## src/design/ffba_pkg.sv

```systemverilog
// ----------------------------------------------------------------------------
// ffba_pkg
// Types, codes and sizing constants shared by the first-fit block allocator.
// ----------------------------------------------------------------------------
package ffba_pkg;

	// arena geometry
	localparam int ARENA_BYTES  = 512;
	localparam int HEADER_BYTES = 8;
	localparam int MAX_BLOCKS   = 64;

	// field widths
	localparam int LEN_W = 9;   // request_size and stored block length
	localparam int OFS_W = 10;  // handle, payload offset and tail offset
	localparam int SUM_W = OFS_W + 1;

	// block table sizing
	localparam int CNT_W = $clog2(MAX_BLOCKS + 1);
	localparam int IDX_W = (MAX_BLOCKS > 1) ? $clog2(MAX_BLOCKS) : 1;
	localparam int ENT_W = LEN_W + 1;  // busy mark over length

	typedef enum logic {
		CMD_ALLOC = 1'b0,
		CMD_FREE  = 1'b1
	} cmd_code_t;

	typedef enum logic [1:0] {
		ST_DONE    = 2'd0,
		ST_NOSPACE = 2'd1,
		ST_IGNORED = 2'd2
	} status_t;

	typedef enum logic [1:0] {
		S_IDLE,
		S_WALK,
		S_RESP
	} state_t;

	typedef struct packed {
		cmd_code_t        command;
		logic [LEN_W-1:0] request_size;
		logic [OFS_W-1:0] handle;
	} cmd_t;

	typedef struct packed {
		logic [OFS_W-1:0] payload_offset;
		status_t          status;
	} res_t;

endpackage

```

## src/design/ffba_ram.sv

```systemverilog
// ----------------------------------------------------------------------------
// ffba_ram
// Generic single-write, single-read RAM with a registered read port.
// ----------------------------------------------------------------------------
module ffba_ram #(
	parameter int WIDTH = 8,
	parameter int DEPTH = 16
) (
	input  logic                                       clk,
	input  logic                                       we,
	input  logic [((DEPTH > 1) ? $clog2(DEPTH) : 1)-1:0] waddr,
	input  logic [WIDTH-1:0]                           wdata,
	input  logic [((DEPTH > 1) ? $clog2(DEPTH) : 1)-1:0] raddr,
	output logic [WIDTH-1:0]                           rdata
);

	logic [WIDTH-1:0] mem_q [DEPTH];

	// write port
	always_ff @(posedge clk) begin
		if (we) begin
			mem_q[waddr] <= wdata;
		end
	end

	// registered read port
	always_ff @(posedge clk) begin
		rdata <= mem_q[raddr];
	end

endmodule

```

## src/design/first_fit_block_allocator.sv

```systemverilog
// ----------------------------------------------------------------------------
// first_fit_block_allocator
// First-fit allocator over a fixed arena of non-splitting blocks.
// ----------------------------------------------------------------------------
// Usage:
//   Requests enter on cmd (cmd_valid / cmd_stall); each gives exactly one
//   response on res (res_valid / res_stall). An allocate walks the formed
//   blocks from the start and takes the first free one that fits, else forms
//   a new block at the tail; a free clears the busy mark of the block whose
//   payload starts at the handle.
//   The walk reads one block entry per cycle from the block table RAM,
//   taking the formed blocks in order and stopping early at a fitting
//   block or at the handle. After the response is taken the block returns
//   to idle, where the next request is taken. One request is in flight at a
//   time: cmd_stall is high from acceptance until the response has been
//   taken. The response register holds while res_stall is high.
//   Reset empties the arena at once: the block count and tail offset clear,
//   and table entries are only read below the block count, so no clearing
//   pass is needed.
// ----------------------------------------------------------------------------
module first_fit_block_allocator (
	input  logic            clk,
	input  logic            arst_n,
	input  logic            cmd_valid,
	output logic            cmd_stall,
	input  ffba_pkg::cmd_t  cmd,
	output logic            res_valid,
	input  logic            res_stall,
	output ffba_pkg::res_t  res
);
	import ffba_pkg::*;

	localparam logic [SUM_W-1:0] HDR_S   = SUM_W'(HEADER_BYTES);
	localparam logic [SUM_W-1:0] ARENA_S = SUM_W'(ARENA_BYTES);
	localparam logic [CNT_W-1:0] MAX_C   = CNT_W'(MAX_BLOCKS);

	state_t           state_q, state_nxt;
	cmd_t             cmd_q;
	res_t             res_q, res_nxt;
	logic [CNT_W-1:0] count_q, k_q, k_inc;
	logic [OFS_W-1:0] tail_q, off_q;

	logic             ram_we;
	logic [IDX_W-1:0] ram_waddr, ram_raddr;
	logic [ENT_W-1:0] ram_wdata, ram_rdata;

	logic             ent_busy;
	logic [LEN_W-1:0] ent_len;
	logic             in_range, alloc_fit, free_match, tail_ok, finish;
	logic [SUM_W-1:0] off_hdr, off_next, tail_sum;

	// block table: busy mark and payload length per formed block
	ffba_ram #(
		.WIDTH (ENT_W),
		.DEPTH (MAX_BLOCKS)
	) u_table (
		.clk   (clk),
		.we    (ram_we),
		.waddr (ram_waddr),
		.wdata (ram_wdata),
		.raddr (ram_raddr),
		.rdata (ram_rdata)
	);

	// decode the current entry and the walk conditions
	assign ent_busy   = ram_rdata[LEN_W];
	assign ent_len    = ram_rdata[LEN_W-1:0];
	assign k_inc      = k_q + 1'b1;
	assign in_range   = (k_q < count_q);
	assign off_hdr    = {1'b0, off_q} + HDR_S;
	assign off_next   = off_hdr + SUM_W'(ent_len);
	assign tail_sum   = {1'b0, tail_q} + HDR_S + SUM_W'(cmd_q.request_size);
	assign alloc_fit  = !ent_busy && (cmd_q.request_size <= ent_len);
	assign free_match = (off_hdr == {1'b0, cmd_q.handle});
	assign tail_ok    = (count_q < MAX_C) && (tail_sum <= ARENA_S);
	assign finish     = (state_q == S_WALK) &&
	                    (!in_range || ((cmd_q.command == CMD_ALLOC) ? alloc_fit : free_match));

	// next state
	always_comb begin
		state_nxt = state_q;
		case (state_q)
			S_IDLE: begin
				if (cmd_valid) state_nxt = S_WALK;
			end
			S_WALK: begin
				if (finish) state_nxt = S_RESP;
			end
			S_RESP: begin
				if (!res_stall) state_nxt = S_IDLE;
			end
			default: state_nxt = S_IDLE;
		endcase
	end

	// outputs: table access and response selection
	always_comb begin
		cmd_stall = (state_q != S_IDLE);
		res_valid = (state_q == S_RESP);
		res       = res_q;
		ram_raddr = (state_q == S_IDLE) ? '0 : k_inc[IDX_W-1:0];
		ram_we    = 1'b0;
		ram_waddr = k_q[IDX_W-1:0];
		ram_wdata = {1'b1, ent_len};
		res_nxt   = '{payload_offset: '0, status: ST_IGNORED};
		if (in_range) begin
			if (cmd_q.command == CMD_ALLOC) begin
				res_nxt = '{payload_offset: off_hdr[OFS_W-1:0], status: ST_DONE};
				ram_we  = finish;
			end else begin
				res_nxt   = '{payload_offset: '0, status: ST_DONE};
				ram_wdata = {1'b0, ent_len};
				ram_we    = finish;
			end
		end else if (cmd_q.command == CMD_ALLOC) begin
			ram_waddr = count_q[IDX_W-1:0];
			ram_wdata = {1'b1, cmd_q.request_size};
			if (tail_ok) begin
				res_nxt = '{payload_offset: OFS_W'(tail_q + OFS_W'(HEADER_BYTES)),
				            status: ST_DONE};
				ram_we  = finish;
			end else begin
				res_nxt = '{payload_offset: '0, status: ST_NOSPACE};
			end
		end
	end

	// control state
	always_ff @(posedge clk or negedge arst_n) begin
		if (!arst_n) begin
			state_q <= S_IDLE;
			count_q <= '0;
			tail_q  <= '0;
		end else begin
			state_q <= state_nxt;
			// form a new block at the tail
			if (finish && !in_range && cmd_q.command == CMD_ALLOC && tail_ok) begin
				count_q <= count_q + 1'b1;
				tail_q  <= tail_sum[OFS_W-1:0];
			end
		end
	end

	// walk position, captured request and response
	always_ff @(posedge clk) begin
		if (state_q == S_IDLE) begin
			cmd_q <= cmd;
			k_q   <= '0;
			off_q <= '0;
		end else if (state_q == S_WALK) begin
			if (finish) begin
				res_q <= res_nxt;
			end else begin
				k_q   <= k_inc;
				off_q <= off_next[OFS_W-1:0];
			end
		end
	end

`ifndef NO_ASSERTIONS
	a_count_bound: assert property (@(posedge clk) disable iff (!arst_n)
		count_q <= MAX_C)
		else $error("block count beyond table depth");

	a_tail_bound: assert property (@(posedge clk) disable iff (!arst_n)
		{1'b0, tail_q} <= ARENA_S)
		else $error("tail offset beyond arena");

	a_walk_bound: assert property (@(posedge clk) disable iff (!arst_n)
		(state_q == S_WALK) |-> (k_q <= count_q))
		else $error("walk ran past the formed blocks");

	a_nospace_zero: assert property (@(posedge clk) disable iff (!arst_n)
		(res_valid && res.status == ST_NOSPACE) |-> (res.payload_offset == '0))
		else $error("failed allocation returned an offset");

	a_resp_done: assert property (@(posedge clk) disable iff (!arst_n)
		(res_valid && !res_stall) |=> (!res_valid && !cmd_stall))
		else $error("block not idle after response taken");
`endif

endmodule

```

## config.mk

```make
export PLATFORM = sky130hd
export DESIGN_NAME = first_fit_block_allocator
export DESIGN_NICKNAME = d
export VERILOG_FILES = /design/src/design/ffba_pkg.sv /design/src/design/ffba_ram.sv /design/src/design/first_fit_block_allocator.sv
export SDC_FILE = /design/constraint.sdc
export NUM_CORES = 1
export LEC_CHECK = 0
export BUFFER_PORTS_ARGS = -buffer_cell sky130_fd_sc_hd__buf_2
export CORE_MARGIN = 3
export CORE_UTILIZATION = 60
export DETAILED_ROUTE_END_ITERATION = 16
export PLACE_DENSITY = 0.76
export SLEW_MARGIN = 10
export SYNTH_ARGS = -nofsm -noshare
export SYNTH_HDL_FRONTEND = slang
export SYNTH_SLANG_ARGS = --single-unit
export TNS_END_PERCENT = 10
```

## constraint.sdc

```tcl
create_clock -name clk -period 8.8 [get_ports clk]
set_input_delay 0.44 -clock clk [delete_from_list [all_inputs] [get_ports clk]]
set_output_delay 0.44 -clock clk [all_outputs]
set_load 0.01 [all_outputs]
```

==> flow_summary.ini <==
[timing]
drv_slew = 0
period_minus_slack_ns = 5.17
slew_headroom_pct = 18.9
worst_pin_slew_ns = 1.21
finalHoldViolCount = 0
skew_ns = 0.0251
finalSetupViolCount = 0
setup_tns_ns = 0
max_freq_mhz = 194
grt_setup_unrepaired = false
min_period_over_period_pct = 58.7

[grt]
grt_pass1_wl_um = 129000
overflow = 0
grt_pass1_vias = 20300
grt_util_all_layers_pct = 32.0
antenna_found_initial = 0
grt_max_degree = 69

[setup_path]
startpoint_type = flip-flop
timing.rr.start = k_q[3]
worstPathRequired_ns = 9.02
crit_start = k_q[3]
cp_max_fo = 38
endpoint_kind = flip-flop
reg2reg_to = u_table.mem_q[12][8]
arrival_ns = 5.39
critPathKind = flip-flop to flip-flop
r2r_cells = 10
reg2reg_slack_ns = 3.63

[finish]
multiInputGateArea_um2 = 9540
nNetsFinal = 2385
syn2layout_area_growth_pct = 12.0
drive_above_1_share_pct = 15.2
final.fill_count = 3386
diodes = 0
register_area_um2 = 21200

[power_and_ir_drop]
power_density_nw_per_um2 = 358
p_total_mw = 12.6
leakagePower_nw = 11.6
peakVddDrop_mv = 0.322

[route]
drtAntennaViolNets = 0
drt_iter0_markers = 2795
firstDrtPassIters = 7
route.detailed.drc = 0
wire_per_inst_um = 28.4
vias_per_cell = 6.88
drt_wl_total_um = 86600
vias = 21000

[synthesis]
ys_seq_area_share_pct = 67.7
ys_warn_count = 0
synthSimpleGateAreaFrac_pct = 10.9
synth_common_cells = edfxtp_1 (672), nand2_1 (299), nand3_1 (104)
netlist_instances = 2258
syn_nets = 2330
synthAdderAreaFrac_pct = 1.97
synth_top_area_share_pct = 64.5
syn-cell-area_um2 = 31300
synth_top_family_by_area = simple AND/OR/NAND/NOR gates
ys_ff_latch = 718
yosys.area_share.xor_xnor_pct = 1.24
yosys.area.top_type = edfxtp_1
netlist-cell-type-count = 87
async_flop_share_pct = 2.65
avgSynthCellArea_um2 = 13.9
synth_compound_area_share_pct = 9.42
synth_most_common_cell = edfxtp_1
synth_mux_area_share_pct = 5.51
synth.area.top_cells = edfxtp_1 (64%), nand2_1 (3.6%), mux4_2 (2.3%), mux2i_1 (2.1%), ha_1 (1.8%)
synth_edf_count = 672
synth_ff_type = edfxtp_1

[run]
drv_cap = 0

[clock_network]
cts_buffers = 72
clk_pin_slew_ns = 0.07
clk_latency_ns = 0.61
cts_tree = yes
cts.sinks = 718
cts_max_path_buffers = 3
cts_max_level = 3
post_cts_buffers = 0
cts-root-buf = clkbuf_16

[placement]
place_congestion = 0.939
hpwlAfterDp_um = 51000
io_buffers = 37

[floorplanning]
fp-row-count = 83
io_pins = 38
dieArea_um2 = 54900
core_area_um2 = 51400
initial_core_util_pct = 60.9
die_w_um = 234
die_h_um = 234

[hold_path]
hp-start = cmd[12]
holdPathEnd = cmd_q[12]
hold_path.class = input port to flip-flop
min_path_cells = 1

[outcome]
status = completed
[metrics by stage]
step,cells,util (%),instance area [um^2],setup WS (ns),hold WS (ns)
3_3_place_gp,2903,63.2,32500,3.89,0.417
3_5_place_dp,2903,63.2,32500,3.66,0.431
4_1_cts,3049,68.1,35000,3.68,0.0124
5_1_grt,3049,68.2,35000,3.33,0.0264
6_report,3049,68.2,35000,3.63,0.0335
2_1_floorplan,2258,-,31300,3.61,0.144
[worst max path at each step]
stage                                       to  cells after the start  slack (ns)
final                     u_table.mem_q[12][8]                     10        3.63
after global routing      u_table.mem_q[26][5]                     10        3.33
after CTS                 u_table.mem_q[18][7]                     10        3.68
after detailed placement  u_table.mem_q[26][1]                     10        3.66
after global placement    u_table.mem_q[18][1]                     10        3.89
after floorplan            u_table.mem_q[0][1]                     10        3.61
[cell families after synthesis]
group,Yosys count
flops,718
mux,123
buf+inv,184
simple gates,706
compound gates,439
xor+xnor,40
fa+ha+maj,48
[area by class of cell]
type | count | area share (%)
clock buffer | 91 | 5.58
timing repair buffer | 133 | 2.70
clock inverter | 39 | 1.23
multi-input combinational | 1356 | 27.2
tap | 680 | 2.43
inverter | 32 | 0.350
sequential | 718 | 60.5
[flip-flops by register name, indices dropped and copies added (netlist names)]
signal,count
off_q,10
k_q,7
u_table.mem_q,640
res,12
count_q,7
state_q,2
u_table.rdata,10
tail_q,10
cmd_q,20
[report_power, final]
part	internal [mW]	switching, mW	leakage (nW)	total (mW)
Sequential	4.70	0.172	6.53	4.87
Combinational	1.21	3.36	3.94	4.57
Clock	1.84	1.27	1.16	3.11
[cells in the final DEF, fill, tap and decap left out, types with 26 or more instances in the layout]
| cell | n |
|---|---|
| buf_2 | 37 |
| nor2b_1 | 29 |
| dfxtp_1 | 26 |
| o21ai_0 | 70 |
| mux2i_1 | 65 |
| nor4_2 | 34 |
| a211oi_1 | 41 |
| inv_1 | 31 |
| nor3_1 | 51 |
| nand2_1 | 298 |
| nand2b_1 | 36 |
| a21oi_1 | 86 |
| a31oi_1 | 36 |
| nor2_1 | 59 |
| ha_1 | 45 |
| nand3_1 | 104 |
| mux4_2 | 32 |
| o22ai_1 | 32 |
| edfxtp_1 | 672 |
| o211ai_1 | 37 |
| buf_4 | 80 |
| clkbuf_16 | 75 |
[worst max-delay path, stage by stage (launching register included)]
cell      delay (ns)
dfxtp_1         0.81
ha_1            0.27
a211oi_1        0.07
o21bai_1        0.22
a31oi_4         0.14
nor2_4          0.50
buf_4           0.44
and2_1          0.41
a22oi_4         0.38
buf_4           0.46
nor4_2          1.03
[what timing repair did]
| action | 4_1_cts | 5_1_grt |
|---|---|---|
| hold buffers | 16 | 0 |
| gates resized for setup | 0 | 0 |
| setup endpoints to repair | 0 | 0 |
| hold endpoints to repair | 34 | 0 |
[routing by layer]
layer | GRT usage [%] | up-vias | routed length (um)
met5 | 0 | - | 0
li1 | - | 8843 | -
met1 | 43.4 | 10200 | 31400
met2 | 49.1 | 1643 | 39400
met4 | 15.3 | 0 | 4590
met3 | 7.79 | 300 | 11300
(Power assumes the default switching activity.)
